### config.mk
export PLATFORM = sky130hd
export DESIGN_NAME = strot_queue
export DESIGN_NICKNAME = d
export VERILOG_FILES = /design/src/rtl/strot_pkg.sv /design/src/rtl/strot_queue.sv
export VERILOG_INCLUDE_DIRS = /design/src /design/src/rtl
export SDC_FILE = /design/constraint.sdc
export NUM_CORES = 1
export LEC_CHECK = 0
export ABC_CLOCK_PERIOD_IN_PS = 5100
export BUFFER_PORTS_ARGS = -buffer_cell sky130_fd_sc_hd__buf_2
export CAP_MARGIN = 20
export CORE_MARGIN = 4
export CORE_UTILIZATION = 55
export CTS_BUF_LIST = sky130_fd_sc_hd__clkbuf_8 sky130_fd_sc_hd__clkbuf_16
export DETAILED_ROUTE_END_ITERATION = 12
export GPL_TIMING_DRIVEN = 1
export PLACE_DENSITY = 0.9
export RECOVER_POWER = 100
export SYNTH_ARGS = -nofsm -noshare
export SYNTH_HDL_FRONTEND = slang
export SYNTH_SLANG_ARGS = --single-unit
export TNS_END_PERCENT = 100
### constraint.sdc
create_clock -name aclk -period 5.1 [get_ports aclk]
set_input_delay 0.255 -clock aclk [delete_from_list [all_inputs] [get_ports aclk]]
set_output_delay 0.255 -clock aclk [all_outputs]
set_load 0.05 [all_outputs]
### src/rtl/assert_macros.svh
// ----------------------------------------------------------------------------
// assert_macros.svh
// shared concurrent assertion macros, compiled out when ASSERT_OFF is set
// ----------------------------------------------------------------------------
`ifndef ASSERT_MACROS_SVH
`define ASSERT_MACROS_SVH

`ifndef ASSERT_OFF
`define ASSERT_NEVER(lbl, clk, rst_n, cond) \
    lbl: assert property (@(posedge clk) disable iff (!rst_n) !(cond)) \
        else $error("assertion failed: condition must never hold");
`define ASSERT_NEXT(lbl, clk, rst_n, ante, cons) \
    lbl: assert property (@(posedge clk) disable iff (!rst_n) (ante) |=> (cons)) \
        else $error("assertion failed: next-cycle consequence violated");
`else
`define ASSERT_NEVER(lbl, clk, rst_n, cond)
`define ASSERT_NEXT(lbl, clk, rst_n, ante, cons)
`endif

`endif

### src/rtl/strot_pkg.sv
// ----------------------------------------------------------------------------
// strot_pkg
// shared types and constants of the square tile rotator
// ----------------------------------------------------------------------------
package strot_pkg;

    localparam int PIXEL_W    = 16;
    localparam int SIDE_W     = 6;
    localparam int COORD_W    = 6;
    localparam int APB_ADDR_W = 3;
    localparam int APB_DATA_W = 32;

    localparam logic [SIDE_W-1:0] SIDE_RESET = 6'd32;

    // register index, taken from paddr above the byte offset
    localparam logic [APB_ADDR_W-3:0] REG_TILE_SIDE = 1'b0;

    // one queued request: where to write, where to read, and the pixel
    typedef struct packed {
        logic                       bank;
        logic [COORD_W-1:0]         wr_row;
        logic [COORD_W-1:0]         wr_col;
        logic [COORD_W-1:0]         rd_row;
        logic [COORD_W-1:0]         rd_col;
        logic                       last;
        logic signed [PIXEL_W-1:0]  pixel;
    } cmd_t;

    // configuration seen by the front end
    typedef struct packed {
        logic [SIDE_W-1:0] side;
        logic              restart;
    } cfg_t;

endpackage

### src/rtl/strot_queue.sv
// ----------------------------------------------------------------------------
// strot_queue
// two-entry request queue between front and back end
// ----------------------------------------------------------------------------
`include "assert_macros.svh"

module strot_queue (
    input  logic            aclk,
    input  logic            aresetn,
    input  logic            push,
    input  strot_pkg::cmd_t push_data,
    input  logic            pop,
    output strot_pkg::cmd_t head,
    output logic            empty,
    output logic            full
);
    import strot_pkg::*;

    localparam int DEPTH = 2;
    localparam int PW    = $clog2(DEPTH);
    localparam int NW    = $clog2(DEPTH + 1);

    cmd_t          entry_reg [DEPTH];
    logic [PW-1:0] wr_ptr_reg;
    logic [PW-1:0] rd_ptr_reg;
    logic [NW-1:0] count_reg, count_next;

    assign empty = (count_reg == '0);
    assign full  = (count_reg == NW'(DEPTH));
    assign head  = entry_reg[rd_ptr_reg];

    always_comb begin
        count_next = count_reg;
        if (push && !pop) begin
            count_next = count_reg + NW'(1);
        end else if (pop && !push) begin
            count_next = count_reg - NW'(1);
        end
    end

    always_ff @(posedge aclk) begin
        if (push) begin
            entry_reg[wr_ptr_reg] <= push_data;
        end
    end

    always_ff @(posedge aclk) begin
        if (!aresetn) begin
            wr_ptr_reg <= '0;
            rd_ptr_reg <= '0;
            count_reg  <= '0;
        end else begin
            if (push) begin
                wr_ptr_reg <= wr_ptr_reg + PW'(1);
            end
            if (pop) begin
                rd_ptr_reg <= rd_ptr_reg + PW'(1);
            end
            count_reg <= count_next;
        end
    end

    `ASSERT_NEVER(a_no_overflow, aclk, aresetn, push && full && !pop)
    `ASSERT_NEVER(a_no_underflow, aclk, aresetn, pop && empty)
    `ASSERT_NEXT(a_count_up, aclk, aresetn, push && !pop, count_reg == $past(count_reg) + NW'(1))

endmodule

# [Yosys cells after proc, flatten, opt, wreduce, memory -nomap -nowiden]
# Memory sizes are Yosys's and may differ from the RTL's. A register that Yosys moved wholly into a read port is not among the register bits.
# Index checks and enable logic that the tools add are counted.
[op_classes] addsub=4 eq_ne=1 mux=6 n_reduce_logical=6
[ops] cell="$mux W1" count=4
[ops] cell="$mux W2" count=2
[ops] cell="$add A1 B1 Y1 const B" count=2
[ops] cell="$add A2 B1 Y2 const B" count=1
[ops] cell="$eq A2 B2 Y1 const B" count=1
[ops] cell="$logic_and A1 B1 Y1" count=2
[ops] cell="$logic_not A1 Y1" count=2
[ops] cell="$logic_not A2 Y1" count=1
[ops] cell="$reduce_bool A2 Y1" count=1
[ops] cell="$sub A2 B1 Y2 const B" count=1
[word_totals] reg_bits=4 ramBits=84 input_bits=46 out_inout_bits=44 elab_cells=21 mem_count=1
[memory_table] name="entry_reg" words=2 width=42 read_ports=1 rd_clocked_by_memory_dff=1 wr=1 line_no="strot_queue.sv:23" rtl="cmd_t entry_reg [DEPTH];"

# [Depth between registers and ports, before layout]
[depth] word_depth=4 ltp_mapped=5 mapped_depth_nobuf=5

# [Least setup slack after synthesis]
# No wires, ideal clock.
[synth_path] kind="flip-flop to flip-flop" start="register wr_ptr_reg" end="memory entry_reg[0][0] in the netlist's numbering, enable pin" setup_ps=448 t_arrival_ps=2213 t_required_ps=4652 setup_slack_ps=2440 stages_incl_launch_ff=2 path_buffers=0 period_less_slack_ps=2660 path_cell_list="dfxtp_1 nor2b_1"
[synth_rtl] element="start: declaration" line_no="strot_queue.sv:24" rtl="logic [PW-1:0] wr_ptr_reg;"
[synth_rtl] element="start signal: assignment" line_no="strot_queue.sv:54" rtl="wr_ptr_reg <= wr_ptr_reg + PW'(1);"
[synth_rtl] element="end: declaration" line_no="strot_queue.sv:23"
# Straight into the memory's write port.

# [Worst setup path after layout]
[layout_path] start="register wr_ptr_reg" end="memory entry_reg[0][32] in the netlist's numbering, enable pin"
# Straight into the memory's write port.

==> metrics.txt <==
max_slew headroom -0.831; sequential fraction of the synthesis area 0.809; Max FO, Critical Path 24; H-tree depth 3; synthesized net count 200; setup bufs post-CTS 0; clock skew 0.00741 ns; Register Area 0.00262 mm²; crit start category flip-flop; Gate Count Post-Synth 153; # DRC 0; die span in y 84.8 µm; CTS tree yes; max reg flops 84; Synth area leaders edfxtp_1 (78%), mux2_2 (15%), dfxtp_1 (3.1%); Die Span X 84.8 µm; Synth cell types 17; vias per inst 5.12; Worst-Margin Slew 2.74 ns; deepest clock path buffer count 2; DP HPWL 3.67 mm; final setup fails 0; first-pass GRT wire length 8.69 mm; GRT Overall Usage 0.159; worst hold path type in2reg; most frequent cells in the layout edfxtp_1 (84), clkbuf_1 (61), mux2_2 (41); CP Cell Sequence nor2b_1 -> clkbuf_1; final hold viol count 0; CTS hold repair buffers 0; Sinks on Clock Net 89; Worst path slowest cell nor2b_1; num rows 27; routability cong. 0.703; failing checks capacitance limit, slew limit; WL per Instance 16.6 µm; TNS Setup 0 ns; Core Region 0.00561 mm²; final slew viol count 107; Initial Utilization 0.578; I/O pin cnt 90; Setup CP Type reg2reg; CP arrival 3.05 ns; area of the multi-input gates 588 µm²; mapped cell area 0.00324 mm²; initial antenna violation count 0; vias in the first global route 1830; leakage power 1.30 nW; CTS buffer count 9; period utilisation layout 0.609; Worst-path clk slew 0.08 ns; # Max-Cap Violations 3; largest net degree at the start of global routing 43; post-synth top area share 0.778; clk_lat worst skew 0.33 ns; overall power 1.52 mW; RSZ-0062 raised after global routing false; ANT cells 0; I/O Buffers 89; worst vdd ir 0.270 mV; final wirelength 5.41 mm; outcome finished, violations left; post-CTS resize count 0; layout net count 296; Synth Area per Inst 21.2 µm²; Pre-Repair DR Iteration Count 4; CP max stage delay 1.32 ns; initial DRC count 81; ANT nets after route 0; PD cells 397 mW/mm²; proportion of layout cells with a drive suffix above 1 0.331; CTS Root Cell clkbuf_8; number of synthesis warnings 0; area leader, netlist edfxtp_1; worst endpoint required time 5.04 ns; Fmax 322 MHz; Syn-to-layout area delta 18.6%; Synth Register Bits 89; via count 1670; FILL cells 437; die area 0.00719 mm²; total gr overflow 0; Crit. End Element flip-flop; commonest non-fill, non-tap cell in the layout edfxtp_1; Period minus WS final 3.11 ns
## worst max-delay path: cells and delay by family, from the launching register on
family | cells | cell delay, ns
DFF | 1 | 0.32
and+or+nand+nor | 1 | 1.32
buffers and inverters | 1 | 1.06
## metal layers
metal  up-vias  GRT usage  part of all wire
li1        789          -                 -
met1       833      0.182              0.37
met2        41      0.280              0.57
met3         7     0.0461             0.056
met4         0     0.0647            0.0081
met5         -          0                 0
## cell type report
type,instances,area share
clock inverter,7,0.0117
sequential,89,0.682
inverter,1,0.000976
clock buffer,9,0.0322
timing repair buffer,90,0.0966
tap,72,0.0234
multi-input combinational,58,0.153
## worst paths after layout
path                 endpoint          start  cells past startpoint  slack (ns)
max          entry_reg[0][32]     wr_ptr_reg                      2        1.99
min reg2reg      count_reg[1]   count_reg[1]                      2        0.52
min          entry_reg[1][17]  push_data[17]                      1        0.10
max reg2reg  entry_reg[0][32]     wr_ptr_reg                      2        1.99
## metrics by stage
step                      cells  hold slack [ns]  cell area [µm²]  worst slack [ns]   util
after floorplan             153            0.354             3240              2.44      -
after global placement      310            0.442             3770              3.19  0.672
after detailed placement    310            0.446             3770              3.19  0.672
after CTS                   326           0.0825             3940              2.81  0.702
after global routing        326           0.0777             3840              1.67  0.686
final                       326            0.102             3840              1.99  0.686
## Yosys cell counts (all sizes together)
library cell	n
edfxtp	84
mux2	42
buf	5
dfxtp	5
and2	4
nor2b	2
xor2	2
a21boi	1
and2b	1
ha	1
inv	1
nor2	1
o21a	1
o21ai	1
or3	1
xnor2	1
## cell families (layout without fill, tap and decap cells)
family / count (synthesis) / in the layout / synth area share
XOR/XNOR: 3 / 3 / 0.00811
buffers and inverters: 6 / 107 / 0.00965
multiplexers: 42 / 42 / 0.146
AND/OR/NAND/NOR: 9 / 9 / 0.0174
AO/OA/AOI/OAI: 3 / 3 / 0.00618
adder cells (fa/ha/maj): 1 / 1 / 0.00386
flip-flops: 89 / 89 / 0.809
## report_power, final
part / switching (mW) / internal [mW] / leakage [nW]
clock network: 0.231 / 0.175 / 0.0791
logic: 0.185 / 0.0679 / 0.392
registers: 0.0227 / 0.843 / 0.830
total: 0.438 / 1.09 / 1.30
Note: power is estimated with default switching activity, not from simulation.
