$ cat config.mk
export PLATFORM = sky130hd
export DESIGN_NAME = strot_front
export DESIGN_NICKNAME = d
export VERILOG_FILES = /design/src/rtl/strot_pkg.sv /design/src/rtl/strot_front.sv
export VERILOG_INCLUDE_DIRS = /design/src /design/src/rtl
export SDC_FILE = /design/constraint.sdc
export NUM_CORES = 1
export LEC_CHECK = 0
export BUFFER_PORTS_ARGS = -buffer_cell sky130_fd_sc_hd__buf_2
export CAP_MARGIN = 5
export CORE_MARGIN = 1.5
export CORE_UTILIZATION = 30
export DETAILED_ROUTE_END_ITERATION = 8
export SLEW_MARGIN = 20
export SYNTH_ARGS = -nofsm -noshare
export SYNTH_HDL_FRONTEND = slang
export SYNTH_SLANG_ARGS = --single-unit
$ cat constraint.sdc
create_clock -name aclk -period 7 [get_ports aclk]
set_input_delay 1.75 -clock aclk [delete_from_list [all_inputs] [get_ports aclk]]
set_output_delay 1.75 -clock aclk [all_outputs]
set_load 0.02 [all_outputs]
$ cat src/rtl/assert_macros.svh
// ----------------------------------------------------------------------------
// assert_macros.svh
// shared concurrent assertion macros, compiled out when ASSERT_OFF is set
// ----------------------------------------------------------------------------
`ifndef ASSERT_MACROS_SVH
`define ASSERT_MACROS_SVH

`ifndef ASSERT_OFF
`define ASSERT_NEVER(lbl, clk, rst_n, cond) \
    lbl: assert property (@(posedge clk) disable iff (!rst_n) !(cond)) \
        else $error("assertion failed: condition must never hold");
`define ASSERT_NEXT(lbl, clk, rst_n, ante, cons) \
    lbl: assert property (@(posedge clk) disable iff (!rst_n) (ante) |=> (cons)) \
        else $error("assertion failed: next-cycle consequence violated");
`else
`define ASSERT_NEVER(lbl, clk, rst_n, cond)
`define ASSERT_NEXT(lbl, clk, rst_n, ante, cons)
`endif

`endif

$ cat src/rtl/strot_pkg.sv
// ----------------------------------------------------------------------------
// strot_pkg
// shared types and constants of the square tile rotator
// ----------------------------------------------------------------------------
package strot_pkg;

    localparam int PIXEL_W    = 16;
    localparam int SIDE_W     = 6;
    localparam int COORD_W    = 6;
    localparam int APB_ADDR_W = 3;
    localparam int APB_DATA_W = 32;

    localparam logic [SIDE_W-1:0] SIDE_RESET = 6'd32;

    // register index, taken from paddr above the byte offset
    localparam logic [APB_ADDR_W-3:0] REG_TILE_SIDE = 1'b0;

    // one queued request: where to write, where to read, and the pixel
    typedef struct packed {
        logic                       bank;
        logic [COORD_W-1:0]         wr_row;
        logic [COORD_W-1:0]         wr_col;
        logic [COORD_W-1:0]         rd_row;
        logic [COORD_W-1:0]         rd_col;
        logic                       last;
        logic signed [PIXEL_W-1:0]  pixel;
    } cmd_t;

    // configuration seen by the front end
    typedef struct packed {
        logic [SIDE_W-1:0] side;
        logic              restart;
    } cfg_t;

endpackage

$ cat src/rtl/strot_front.sv
// ----------------------------------------------------------------------------
// strot_front
// accepts pixels, tracks the tile position and bank, and issues requests
// ----------------------------------------------------------------------------
`include "assert_macros.svh"

module strot_front #(
    parameter int MAX_SIDE = 32
) (
    input  logic                                   aclk,
    input  logic                                   aresetn,
    input  strot_pkg::cfg_t                        cfg,
    input  logic                                   busy,
    input  logic                                   q_full,
    input  logic                                   s_valid,
    output logic                                   s_ready,
    input  logic signed [strot_pkg::PIXEL_W-1:0]   s_pixel_in,
    output logic                                   push,
    output strot_pkg::cmd_t                        cmd
);
    import strot_pkg::*;

    localparam int CW = $clog2(MAX_SIDE);
    localparam int NW = SIDE_W + 1;

    logic [CW-1:0] row_reg, row_next;
    logic [CW-1:0] col_reg, col_next;
    logic          bank_reg, bank_next;
    logic [NW-1:0] side;
    logic [NW-1:0] src_row;
    logic          col_wrap;
    logic          row_wrap;

    always_comb begin
        if (cfg.side == '0) begin
            side = NW'(1);
        end else if (NW'(cfg.side) > NW'(MAX_SIDE)) begin
            side = NW'(MAX_SIDE);
        end else begin
            side = NW'(cfg.side);
        end
    end

    assign col_wrap = (NW'(col_reg) + NW'(1)) >= side;
    assign row_wrap = (NW'(row_reg) + NW'(1)) >= side;
    assign src_row  = side - NW'(1) - NW'(col_reg);

    assign s_ready = !q_full && !busy;
    assign push    = s_valid && s_ready;

    always_comb begin
        cmd.bank   = bank_reg;
        cmd.wr_row = COORD_W'(row_reg);
        cmd.wr_col = COORD_W'(col_reg);
        cmd.rd_row = COORD_W'(src_row);
        cmd.rd_col = COORD_W'(row_reg);
        cmd.last   = col_wrap && row_wrap;
        cmd.pixel  = s_pixel_in;
    end

    always_comb begin
        row_next  = row_reg;
        col_next  = col_reg;
        bank_next = bank_reg;
        if (cfg.restart) begin
            row_next = '0;
            col_next = '0;
        end else if (push) begin
            if (col_wrap) begin
                col_next = '0;
                if (row_wrap) begin
                    row_next  = '0;
                    bank_next = !bank_reg;
                end else begin
                    row_next = row_reg + CW'(1);
                end
            end else begin
                col_next = col_reg + CW'(1);
            end
        end
    end

    always_ff @(posedge aclk) begin
        if (!aresetn) begin
            row_reg  <= '0;
            col_reg  <= '0;
            bank_reg <= 1'b0;
        end else begin
            row_reg  <= row_next;
            col_reg  <= col_next;
            bank_reg <= bank_next;
        end
    end

    `ASSERT_NEVER(a_pos_in_tile, aclk, aresetn, (NW'(row_reg) >= side) || (NW'(col_reg) >= side))
    `ASSERT_NEXT(a_bank_swap, aclk, aresetn, push && cmd.last, bank_reg != $past(bank_reg))
    `ASSERT_NEXT(a_bank_hold, aclk, aresetn, !(push && cmd.last), bank_reg == $past(bank_reg))

endmodule

## After elaboration in Yosys (flattened, before gate mapping)

Index checks and enable logic that the tools add are counted.

- Flip-flop bits (word level): 11

- Bitwise operators: 2
- Multiplexer cells: 4
- Reduce and logical (&&, ||, !) cells: 10
- Magnitude comparators: 3
- $add $sub $neg: 6

Operators with widths:

| cell | count |
|---|---|
| >= comparator 6 x 7 -> 1 bit | 2 |
| adder 5 x 1 -> 6 bit (second input constant) | 2 |
| two-way mux 6 bit | 2 |
| adder 5 x 1 -> 5 bit (second input constant) | 2 |
| two-way mux 5 bit | 2 |
| greater-than comparator 6 bit (second input constant) | 1 |
| logical NOT 6 bit | 1 |
| subtractor 6 x 1 -> 6 bit (second input constant) | 1 |
| subtractor 6 x 5 -> 6 bit | 1 |
| AND reduction 4 bit | 1 |
| logical AND 1 bit | 3 |
| logical NOT 1 bit | 3 |
| NOT 1 bit | 2 |
| AND reduction 2 bit | 1 |
| OR reduction 2 bit | 1 |

## Longest topological paths before layout

- Depth after elaboration: 5
- Gate-level depth with buffers: 11
- Gate-level depth less buffers: 10

## Least setup slack after synthesis

No wires, ideal clock.

- Path kind: input port to output port
- Start: input cfg[3] (netlist bit)
- End: output cmd[16] (netlist bit)
- Arrival time: 3.386 ns
- Stages on the path: 8
- Setup slack: 1.864 ns
- Cells stage by stage: nor4_1 > nor2_1 > nor2_1 > ha_1 > a21bo_2 > a221oi_2 > nor3_1 > nor2_1

RTL lines:

| item | RTL line | source |
|---|---|---|
| start: declaration | strot_front.sv:12 | `input strot_pkg::cfg_t cfg,` |
| end: declaration | strot_front.sv:19 | `output strot_pkg::cmd_t cmd` |

==> implementation parameters <==
Parameter                              Value

Setup path
  Required time of the worst setup path ... 5250 ps
  Register-to-Register Setup Slack ... 4190 ps
  Type of the worst setup path ... in2out
  CP max FO ... 9
  Arrival time of data at the critical path endpoint ... around 3800 ps
  Critical Path End Type ... output pin
  Critical path startpoint category ... primary input

Hold path
  Tightest Hold Check Type ... reg2reg

Routing
  Number of remaining DRC errors ... 0
  DRT Wirelength ... 2520 µm
  Remaining antenna violation count after routing ... 0
  Via count of the routed design ... around 1000
  DRC violation total after the first TritonRoute iteration ... 36
  DR pass1 iterations ... 4
  WL/cell ... 11.3 µm
  Via/cell ratio ... roughly 4.7

STA
  Max Clock Freq ... 181 MHz
  Least-Margin Pin Slew ... around 570 ps
  Final Hold Viols ... 0
  Count of endpoints failing setup in the final report ... 0
  Post-route fraction of the period consumed by the critical path ... 0.788
  Setup Total Neg Slack ... 0 ps
  Maximum clock skew at final layout ... 1.36 ps
  Slew Limit Fails ... 0
  RSZ-0062 raised after global routing ... no
  Worst slew margin relative to its limit ... 0.618
  Period minus WS final ... 5520 ps

Pwr
  Share of total power in sequential cells ... 0.374
  Net load switching power ... 0.0000502 W
  Cell internal power dissipation ... 0.000119 W
  Leak pwr ... 0.655 nW
  Combinational power share ... 0.245
  Switching Share ... 0.296
  Areal power density over the cells ... 127 nW/µm²
  Clock network power share ... 0.382
  Peak ir drop on the vdd network ... 49.3 µV

Yosys
  Warnings from Yosys ... 0
  Synth cell count leaders ... buf_4 (25), ha_1 (17), inv_1 (13), nand2_1 (13)
  Seq/Total Area, Yosys ... 0.177
  Most used DFF post-synth ... dfxtp_1
  Synth Register Bits ... 11
  Portion of synthesized cell area occupied by the leading cell type ... 0.177
  Cell taking the most area after synthesis ... dfxtp_1
  Post-synth ARST share ... 0
  Number of library cell types mapped by synthesis ... 35
  Cells after Synth ... 158
  Mean post-synth cell area ... 7.88 µm²
  Post-synthesis instance area ... 1240 µm²
  Cells taking the most area after synthesis ... dfxtp_1 (18%), ha_1 (17%), buf_4 (15%)
  Most common cell in the synthesized netlist ... buf_4
  Post-synth EDFFs ... 0

Clock tree
  Clock slew at the register clock pins of the worst setup and hold paths ... 50 ps
  Cells resized by post-CTS repair ... 0
  Clock latency reported for the late side of the worst-skew pair ... 240 ps
  Clock tree from TritonCTS ... yes
  Buffer depth of the longest clock path ... 2
  CTS Hold Bufs ... 0
  Number of clock sinks seen by CTS ... 11
  Maximum level of the CTS H-tree ... 1
  Total CTS buffers ... 3
  Setup bufs post-CTS ... 0
  Clk Tree Root Cell ... clkbuf_8

GRT
  M3 GR Usage ... 0.0133
  Initial antenna violation count ... 0
  Overflow left after global routing ... 0
  Global-route met1 utilization ... 0.152
  Global-route met2 utilization ... 0.189
  Number of global-route vias before repair ... 895
  Global-route total usage across every layer ... 0.116
  Global-route wire length before repair ... 3970 µm
  Highest-utilization routing layer at the global route stage ... met2
  Largest net degree at the start of global routing ... 10

Placed design
  Weighted congestion at the end of routability-driven global placement ... 0.716
  Buffers added on ports ... 36
  Half-perimeter wire length after placement ... just over 2000 µm

Run
  Max cap viols ... 0

Die
  Effective utilization at floorplan ... 0.311
  Floorplan core area ... 4000 µm²
  FP Rows ... 23
  I/O Pins ... ~70
  Vertical die dimension ... just under 70 µm
  Width of the die ... 67.4 µm
  Die Area ... around 4500 µm²

Outcome
  Result of the run ... finished clean

Final layout
  Diodes inserted ... 0
  Final #Nets ... between 200 and 250
  Final Util ... 0.333
  Area growth, synth to finish ... 7.14%
  Fraction of layout instances using a drive strength above 1 ... 0.256
[power groups by stage]
stage / combinational [W] / clock, W / sequential (W)
after floorplan: 0.0000452 / 0 / 0.0000647
after detailed placement: 0.0000419 / 0 / 0.0000646
after CTS: 0.0000420 / 0.0000662 / 0.0000633
final: 0.0000415 / 0.0000647 / 0.0000633
after global placement: 0.0000417 / 0 / 0.0000646
after global routing: 0.0000464 / 0.0000697 / 0.0000633
[cells in the final DEF (no fill, tap or decap), types with 2 or more instances in the layout]
master / n
a21o_1: 6
a21oi_1: 11
buf_2: 36
clkbuf_8: 3
conb_1: 3
dfxtp_1: 11
ha_1: 17
inv_1: 13
nand2_1: 13
nand2b_1: 3
nand3_1: 10
nand4_1: 2
nor2_1: 6
nor2b_1: 3
nor3_1: 3
o21ai_0: 2
o22ai_1: 2
o31ai_1: 3
xnor2_1: 9
[metal layers]
| metal | wire length (µm) | vias up |
|---|---|---|
| li1 | - | 541 |
| met1 | 1240 | 458 |
| met2 | 1110 | 32 |
| met3 | 119 | 4 |
| met4 | 41 | 0 |
| met5 | 0 | - |
[worst paths after layout]
check	startpoint	end	cells past startpoint
hold reg to reg	bank_reg$_SDFFE_PN0P_	bank_reg$_SDFFE_PN0P_	2
setup / recovery	cfg[3]	cmd[16]	11
hold / removal	bank_reg$_SDFFE_PN0P_	bank_reg$_SDFFE_PN0P_	2
setup reg to reg	col_reg[0]$_SDFFE_PP0P_	row_reg[2]$_SDFFE_PP0P_	10
[cell families (layout without fill, tap and decap cells)]
logic type / after synthesis / count (layout) / synth area share
AND/OR/NAND/NOR: 47 / 47 / 0.194
buffers and inverters: 41 / 53 / 0.205
flip-flops: 11 / 11 / 0.177
XOR/XNOR: 10 / 10 / 0.0704
other: 1 / 3 / 0.00301
adder cells (fa/ha/maj): 19 / 19 / 0.196
AO/OA/AOI/OAI: 29 / 29 / 0.155
[layout make-up]
cell class	count	area (µm²)
clock buffer	4	45.0
tap	50	62.6
timing repair buffer	36	180
inverter	13	48.8
multi-input combinational	108	777
sequential	11	220
fill	443	2670
[worst max-delay path, stage by stage]
cell	delay [ps]
buf_2	100
nor4_1	260
nor2_1	70
nor2_1	260
ha_1	290
nand2b_1	140
a21oi_1	150
maj3_2	190
o21a_1	290
nor2_1	90
buf_2	180
[through the flow]
step                      setup slack, ps  total power, W  instance area, µm²  hold WS (ps)  cells
after CTS                            1450        0.000171                1330           480    222
after global placement               1470        0.000106                1290           468    218
after global routing                 1290        0.000179                1330           502    222
after detailed placement             1460        0.000107                1290           471    218
final                                1480        0.000169                1330           478    222
after floorplan                      1860        0.000110                1250           451    160
Note: power is estimated with default switching activity, not from simulation.
